==> config.mk <==
export PLATFORM = sky130hd
export DESIGN_NAME = text_language_sniffer
export DESIGN_NICKNAME = d
export VERILOG_FILES = /design/src/design/tls_pkg.sv /design/src/design/text_language_sniffer.sv
export VERILOG_INCLUDE_DIRS = /design/src /design/src/design
export SDC_FILE = /design/constraint.sdc
export NUM_CORES = 1
export LEC_CHECK = 0
export ABC_AREA = 1
export BUFFER_PORTS_ARGS = -buffer_cell sky130_fd_sc_hd__buf_2
export CAP_MARGIN = 20
export CORE_MARGIN = 1
export CORE_UTILIZATION = 35
export DETAILED_ROUTE_END_ITERATION = 7
export PLACE_DENSITY = 0.64
export SYNTH_ARGS = -nofsm -noshare
export SYNTH_HDL_FRONTEND = slang
export SYNTH_SLANG_ARGS = --single-unit
export TNS_END_PERCENT = 5
==> constraint.sdc <==
create_clock -name clk -period 2.3 [get_ports clk]
set_input_delay 0 -clock clk [delete_from_list [all_inputs] [get_ports clk]]
set_output_delay 0 -clock clk [all_outputs]
set_load 0.1 [all_outputs]
==> src/design/assert_macros.svh <==
// ----------------------------------------------------------------------------
// assert_macros.svh
// Concurrent assertion helpers included by the text_language_sniffer design.
// ----------------------------------------------------------------------------
`ifndef ASSERT_MACROS_SVH
`define ASSERT_MACROS_SVH

// Clocked check, held off while reset is asserted.
`define ASSERT_CLK(label, prop, msg) \
  label: assert property (@(posedge clk) disable iff (!rst_n) (prop)) else $error(msg);

// Clocked check that also runs during reset.
`define ASSERT_ANY(label, prop, msg) \
  label: assert property (@(posedge clk) (prop)) else $error(msg);

`endif

==> src/design/tls_pkg.sv <==
// ----------------------------------------------------------------------------
// tls_pkg
// Constants, language codes and matcher helpers of the text language sniffer.
// ----------------------------------------------------------------------------
package tls_pkg;

  // Test line length and the counter that covers it
  localparam int WINDOW_LEN = 40;
  localparam int WCNT_W     = $clog2(WINDOW_LEN + 1);

  // Language codes of a result beat
  typedef enum logic [3:0] {
    LANG_TEXT   = 4'd0,
    LANG_SHELL  = 4'd1,
    LANG_PYTHON = 4'd2,
    LANG_PERL   = 4'd3,
    LANG_PHP    = 4'd4,
    LANG_RUBY   = 4'd5,
    LANG_JS     = 4'd6,
    LANG_XML    = 4'd7,
    LANG_HTML   = 4'd8
  } lang_t;

  // Line prefixes; the shebang is entry 0 and carries no language itself
  localparam int NUM_PREFIX = 7;
  localparam int PFX_MAX    = 14;
  localparam int PFX_SHEBANG = 0;
  localparam logic [8*PFX_MAX-1:0] PFX_TEXT [NUM_PREFIX] = '{
    "#!", "<?xml", "<?php", "<html", "<HTML", "<!DOCTYPE html", "<?"
  };
  localparam int PFX_LEN [NUM_PREFIX] = '{2, 5, 5, 5, 5, 14, 2};
  localparam lang_t PFX_LANG [NUM_PREFIX] = '{
    LANG_TEXT, LANG_XML, LANG_PHP, LANG_HTML, LANG_HTML, LANG_HTML, LANG_PHP
  };

  // Interpreter names searched in a shebang line, in priority order
  localparam int NUM_KW = 6;
  localparam int KW_MAX = 6;
  localparam int KW_W   = $clog2(KW_MAX + 1);
  localparam logic [8*KW_MAX-1:0] KW_TEXT [NUM_KW] = '{
    "sh", "python", "perl", "php", "ruby", "node"
  };
  localparam int KW_LEN [NUM_KW] = '{2, 6, 4, 3, 4, 4};
  localparam lang_t KW_LANG [NUM_KW] = '{
    LANG_SHELL, LANG_PYTHON, LANG_PERL, LANG_PHP, LANG_RUBY, LANG_JS
  };

  // Strings sit right-justified, so character p of a string of length len
  // lives in byte len-1-p.
  function automatic logic [7:0] pfx_char(input int i, input int p);
    int idx;
    idx = (p < PFX_LEN[i]) ? (PFX_LEN[i] - 1 - p) : 0;
    return PFX_TEXT[i][8*idx +: 8];
  endfunction

  // A prefix stays alive if the line is already past it or the byte agrees.
  function automatic logic pfx_keep(input int i, input logic [WCNT_W-1:0] p,
                                    input logic [7:0] c);
    logic keep;
    keep = 1'b1;
    if (int'(p) < PFX_LEN[i]) begin
      keep = (pfx_char(i, int'(p)) == c);
    end
    return keep;
  endfunction

  // Match progress after one more byte. On a miss the only partial match
  // left is the first character: no keyword repeats its head before its end.
  function automatic logic [KW_W-1:0] kw_step(input int w, input logic [KW_W-1:0] k,
                                              input logic [7:0] c);
    logic [7:0] want;
    logic [7:0] first;
    logic [KW_W-1:0] nxt;
    int idx;
    idx   = (int'(k) < KW_LEN[w]) ? (KW_LEN[w] - 1 - int'(k)) : (KW_LEN[w] - 1);
    want  = KW_TEXT[w][8*idx +: 8];
    first = KW_TEXT[w][8*(KW_LEN[w]-1) +: 8];
    if (int'(k) < KW_LEN[w] && c == want) begin
      nxt = k + KW_W'(1);
    end else if (c == first) begin
      nxt = KW_W'(1);
    end else begin
      nxt = '0;
    end
    return nxt;
  endfunction

endpackage

==> src/design/text_language_sniffer.sv <==
// ----------------------------------------------------------------------------
// text_language_sniffer
// Guesses the language of a document from its leading bytes.
// ----------------------------------------------------------------------------
// Usage:
//   Input channel (in_valid / in_stall) carries one document byte per beat,
//   with in_last_byte set on the final byte. Only that beat yields a result.
//   Result channel (out_valid / out_stall) carries one out_language code per
//   document: 0 text, 1 shell, 2 python, 3 perl, 4 php, 5 ruby,
//   6 javascript, 7 xml, 8 html.
//   Result: registered, valid in the cycle after the last byte is accepted.
//   Throughput: one byte per cycle while in_stall is low; every byte only
//   steps small match counters and prefix flags, and the verdict is formed
//   from those in the same cycle as the last byte.
//   After the last byte all matcher state returns to its reset value, so the
//   next byte opens a new document with no gap.
//   Stall: while a result waits under out_stall, ordinary bytes are still
//   taken; only a further last byte is held off by in_stall.
//   Reset: synchronous, active low; clears the matcher and drops out_valid.
// ----------------------------------------------------------------------------
module text_language_sniffer
  import tls_pkg::*;
(
  input  logic       clk,
  input  logic       rst_n,
  input  logic       in_valid,
  output logic       in_stall,
  input  logic [7:0] in_text_byte,
  input  logic       in_last_byte,
  output logic       out_valid,
  input  logic       out_stall,
  output logic [3:0] out_language
);

  typedef enum logic [1:0] {
    PH_SKIP = 2'd0,
    PH_LINE = 2'd1,
    PH_DONE = 2'd2
  } phase_t;

  // Matcher state
  logic [2:0]            seen_r,   seen_nxt;
  logic [23:0]           lead_r,   lead_nxt;
  phase_t                phase_r,  phase_nxt;
  logic [WCNT_W-1:0]     wcnt_r,   wcnt_nxt;
  logic [NUM_PREFIX-1:0] pflag_r,  pflag_nxt;
  logic [KW_W-1:0]       kprog_r  [NUM_KW];
  logic [KW_W-1:0]       kprog_nxt[NUM_KW];
  logic [NUM_KW-1:0]     kfound_r, kfound_nxt;

  // Result register
  logic  out_valid_r;
  lang_t out_language_r;
  lang_t lang;

  logic in_acc;
  logic is_ws;
  logic is_eol;
  logic is_bom;
  logic [KW_W-1:0] kstep;

  // Hold a last byte only while the previous result is still waiting
  assign in_stall = out_valid_r & out_stall & in_last_byte;
  assign in_acc   = in_valid & ~in_stall;

  assign is_eol = (in_text_byte == 8'h0A) || (in_text_byte == 8'h0D);
  assign is_ws  = is_eol || (in_text_byte == 8'h20) || (in_text_byte == 8'h09);

  // Advance the matcher by one byte
  always_comb begin
    seen_nxt   = seen_r;
    lead_nxt   = lead_r;
    phase_nxt  = phase_r;
    wcnt_nxt   = wcnt_r;
    pflag_nxt  = pflag_r;
    kfound_nxt = kfound_r;
    kstep      = '0;
    for (int w = 0; w < NUM_KW; w++) begin
      kprog_nxt[w] = kprog_r[w];
    end

    if (seen_r < 3'd3) begin
      lead_nxt[8*seen_r[1:0] +: 8] = in_text_byte;
    end
    if (seen_r < 3'd4) begin
      seen_nxt = seen_r + 3'd1;
    end

    if (phase_r == PH_SKIP && !is_ws) begin
      phase_nxt = PH_LINE;
    end

    if (phase_nxt == PH_LINE) begin
      if (is_eol) begin
        phase_nxt = PH_DONE;
      end else begin
        for (int i = 0; i < NUM_PREFIX; i++) begin
          pflag_nxt[i] = pflag_r[i] & pfx_keep(i, wcnt_r, in_text_byte);
        end
        for (int w = 0; w < NUM_KW; w++) begin
          if (!kfound_r[w]) begin
            kstep = kw_step(w, kprog_r[w], in_text_byte);
            if (int'(kstep) >= KW_LEN[w]) begin
              kfound_nxt[w] = 1'b1;
              kprog_nxt[w]  = '0;
            end else begin
              kprog_nxt[w]  = kstep;
            end
          end
        end
        wcnt_nxt = wcnt_r + WCNT_W'(1);
        if (int'(wcnt_nxt) >= WINDOW_LEN) begin
          phase_nxt = PH_DONE;
        end
      end
    end
  end

  // Form the verdict from the state after this byte
  assign is_bom = (lead_nxt == 24'hBFBBEF) || (lead_nxt[15:0] == 16'hFFFE) ||
                  (lead_nxt[15:0] == 16'hFEFF);

  always_comb begin
    lang = LANG_TEXT;
    if (seen_nxt > 3'd3 && !is_bom && phase_nxt != PH_SKIP) begin
      // Later prefixes first, so the earliest hit is written last
      for (int i = NUM_PREFIX - 1; i > PFX_SHEBANG; i--) begin
        if (pflag_nxt[i] && int'(wcnt_nxt) >= PFX_LEN[i]) begin
          lang = PFX_LANG[i];
        end
      end
      if (pflag_nxt[PFX_SHEBANG] && int'(wcnt_nxt) >= PFX_LEN[PFX_SHEBANG] &&
          kfound_nxt != '0) begin
        for (int w = NUM_KW - 1; w >= 0; w--) begin
          if (kfound_nxt[w]) begin
            lang = KW_LANG[w];
          end
        end
      end
    end
  end

  // Hold matcher state and the result valid flag
  always_ff @(posedge clk) begin
    if (!rst_n) begin
      seen_r      <= '0;
      lead_r      <= '0;
      phase_r     <= PH_SKIP;
      wcnt_r      <= '0;
      pflag_r     <= '1;
      kfound_r    <= '0;
      out_valid_r <= 1'b0;
      for (int w = 0; w < NUM_KW; w++) begin
        kprog_r[w] <= '0;
      end
    end else begin
      // Raise valid on a last-byte beat, drop it once the result is taken
      if (in_acc && in_last_byte) begin
        out_valid_r <= 1'b1;
      end else if (out_valid_r && !out_stall) begin
        out_valid_r <= 1'b0;
      end
      if (in_acc) begin
        if (in_last_byte) begin
          // Drop the document and start afresh
          seen_r      <= '0;
          lead_r      <= '0;
          phase_r     <= PH_SKIP;
          wcnt_r      <= '0;
          pflag_r     <= '1;
          kfound_r    <= '0;
          for (int w = 0; w < NUM_KW; w++) begin
            kprog_r[w] <= '0;
          end
        end else begin
          seen_r   <= seen_nxt;
          lead_r   <= lead_nxt;
          phase_r  <= phase_nxt;
          wcnt_r   <= wcnt_nxt;
          pflag_r  <= pflag_nxt;
          kfound_r <= kfound_nxt;
          for (int w = 0; w < NUM_KW; w++) begin
            kprog_r[w] <= kprog_nxt[w];
          end
        end
      end
    end
  end

  // Load the result code on a last-byte beat
  always_ff @(posedge clk) begin
    if (in_acc && in_last_byte) begin
      out_language_r <= lang;
    end
  end

  assign out_valid    = out_valid_r;
  assign out_language = out_language_r;

`include "assert_macros.svh"

  `ASSERT_ANY(a_reset_clears, !rst_n |=> !out_valid, "result valid after reset")
  `ASSERT_CLK(a_no_overwrite, out_valid && out_stall && in_valid && in_last_byte |-> in_stall,
              "waiting result would be overwritten")
  `ASSERT_CLK(a_last_gives_result, in_acc && in_last_byte |=> out_valid,
              "last byte gave no result")
  `ASSERT_CLK(a_window_bound, int'(wcnt_r) <= WINDOW_LEN, "test line longer than window")
  `ASSERT_CLK(a_skip_empty, phase_r == PH_SKIP |-> wcnt_r == '0 && kfound_r == '0,
              "line bytes taken while skipping whitespace")

endmodule

==> impl_metrics.ini <==
[floorplan]
io_pins = 19
num_rows = 45
die_h_um = 128
die-width_um = 128
start_util_pct = 36.1
die-area_um2 = 16300
fp.coreArea_um2 = 15300

[layout]
n_antenna_cell = 0
fin_cells = 1199
area_growth_pct = 34.9
drive_gt1_share_pct = 30.5
final_area_um2 = 7450
fin_nets = 1020

[synthesis]
synth_most_common_cell = nand2_1
synthCells = 839
ys_warn_count = 0
avgSynthCellArea_um2 = 6.59
synth_edf_count = 22
synth_top_cells_by_count = 203 x nand2_1, 94 x nor2_1, 80 x inv_1
synth.area.top_cells = dfxtp_1 18%, nand2_1 14%, edfxtp_1 12%
syn_area_um2 = 5530
synthArstFlopShare_pct = 0
synthDominantCellAreaShare_pct = 17.8
ys_types = 51
ys.flop_type = dfxtp_1
synth_seq_cells = 71
yosys.area.top_type = dfxtp_1
ys_seq_area_share_pct = 29.7

[worst_setup_path]
ff2ff_setup_slack_ns = -0.17
cp-end-kind = register
r2r-start = kprog_r[1][1]
worstPathRequired_ns = 2.39
r2r_end = out_language[0]
rr_worst_depth = 16
critPathKind = register to register
start_kind = register
crit_start = kprog_r[1][1]
arrival_ns = 2.56
crit_end = out_language[0]
critical_path.max_fanout = 5

[power_and_ir_drop]
finalPower_mw = 4.69
pwr-share-clk_pct = 28.3
comb_power_share_pct = 41.1
switching_share_pct = 34.6
total_leakage_power_nw = 3.30
power.switching_mw = 1.62
p_seq_share_pct = 30.6
p_per_area_nw_per_um2 = 629
vdd_drop_max_v = 0.000615
p_int_mw = 3.07

[grt]
grtUsageTotal_pct = 21.7
grt_max_degree = 30
grt_overflow = 0
grt_pass1_vias = 5603
grt_antenna_before_repair = 0
grt_pass1_wl_um = 27700

[detailed_routing]
ant_nets = 0
avgViaCountPerCell = 5.07
drt_iter0_drc = 517
wl_per_cell_um = 14.4
routed_wirelength_um = 17300
vias = 6083
drc_errors = 0
firstDrtPassIters = 5

[clock_tree]
clk_latency_ns = 0.34
clock_path_buffers = 2
clock-root-buffer = clkbuf_16
cts_tree = built
path_clk_slew_ns = 0.06
htree_levels = 3
cts_sinks = 71
cts_made_buffers = 9

[timing]
timing.final.crit_share_pct = 107
setup_tns_ns = -0.528
hold_violations = 0
slew_violations = 0
max_slew.worst_pin.slew_ns = 0.607
slew_headroom_pct = 59.2
finalSetupViolCount = 4
clock.fmax_mhz = 405
fin_crit_ns = 2.47
grt_setup_unrepaired = yes
fin_skew_ns = 0.00897
timing.final.ws_setup_ns = -0.169

[placed_design]
place.gp.congestion = 0.888
place_inst = 1167
dp_hpwl_um = 12900
pre_cts_slack_ns = -0.256
port_buffers = 18
place_area_um2 = 6730

[hold_path]
min_from = in_last_byte
hold_path_class = input pin to register

[status]
violations = setup timing
outcome = finished with violations

[run]
cap_violations = 0
-- worst max-delay path: stages, from the launching register on --
cell	delay, ns
edfxtp_1	0.50
buf_4	0.19
ha_4	0.16
nor2_2	0.11
nand3_2	0.09
xor2_1	0.15
nor2_1	0.14
nand3_2	0.11
inv_2	0.10
nand3_4	0.09
nand2_4	0.08
nor2_2	0.03
nand3_1	0.08
nand2_2	0.11
buf_6	0.14
nor2_1	0.07
a21oi_1	0.06
-- metrics by stage --
stage	util, %	hold WS (ns)
after floorplan	-	0.0970
after global placement	43.9	0.241
after detailed placement	43.9	0.244
after CTS	47.0	0.0871
after global routing	48.7	0.124
final	48.7	0.0866
-- registers in the layout (all words and copies together), names as in the netlist --
name and flops:
pflag_r 7, out_valid 1, phase_r 2, kprog_r 18, wcnt_r 6, kfound_r 6, lead_r 24, seen_r 3
out_language 4
-- cells by family (layout without fill, tap and decap cells) --
family                     after synthesis  count (layout)  synth area share, %
AOI/OAI and AO/OA                      160             160                 16.6
other                                    1               6               0.0679
and+or+nand+nor                        448             448                 37.0
xor gates and xnor gates                15              15                 2.38
DFF                                     71              71                 29.7
buffers and inverters                  121             265                 9.10
adders and majority gates               23              23                 5.21
-- cell usage in the layout (no fill, tap or decap), types with 4 or more instances in the layout --
cell       Yosys  routed
inv_4          2       4
buf_4          2     126
nor3_1        17      17
a21oi_1       52      48
ha_4           0       7
ha_1          23      14
clkbuf_16      0       9
nor2_2         7      23
a211oi_1       4       4
a21oi_2        3       7
or2_2          4       4
edfxtp_1      22      22
nor2_4         7      11
o211ai_1       7       7
xor2_1        15      15
o21ai_0       56      46
nor4_1         6       5
dfxtp_2        0       4
nand2_1      203     191
buf_2          5      18
nand4_1       18      18
inv_1         80      70
nand2_2       13      23
inv_2         15      23
o22ai_1       13      13
nor2_1        94      74
dfxtp_1       49      42
nand3_2        2      10
conb_1         1       6
o21ai_1        7      16
nand3_1       63      52
-- routing by layer --
| layer | global-route usage (%) | wire length (µm) |
|---|---|---|
| met3 | 3.43 | 1140 |
| met1 | 29.4 | 7980 |
| met4 | 6.64 | 314 |
| met2 | 35.5 | 7830 |
| met5 | 0 | 0 |
-- worst min path at each step --
stage | to | slack (ns) | depth (start not counted)
after floorplan | out_valid | 0.1 | 2
after global placement | out_valid | 0.24 | 3
after detailed placement | out_valid | 0.24 | 3
after CTS | seen_r[0] | 0.09 | 4
after global routing | seen_r[0] | 0.12 | 4
final | seen_r[0] | 0.09 | 4
-- power groups by stage --
stage	Combinational, mW	Clock (mW)	Sequential [mW]
floorplan	0.918	0	1.47
global placement	1.77	0	1.45
detailed placement	1.77	0	1.45
CTS	1.85	1.34	1.43
global route	2.13	1.41	1.45
finish	1.93	1.33	1.44
-- timing repair --
| item | 4_1_cts | 5_1_grt |
|---|---|---|
| resized for setup | 37 | 60 |
| hold buffers | 2 | 0 |
| buffers inserted | 6 | 9 |
| setup endpoints to repair | 4 | 10 |
| pin swaps | 8 | 27 |
| gates cloned | 0 | 0 |
| hold endpoints to repair | 1 | 0 |
-- cell type report --
class / count / area (µm²)
fillers: 1539 / 7860
multi-input cells: 652 / 3720
flip-flops and latches: 71 / 1660
repair buffers: 152 / 1150
inverters: 98 / 378
clock buffers: 14 / 274
well taps: 211 / 264
clock inverters: 1 / 5.00
No activity file was read; power rests on OpenSTA's default activity.
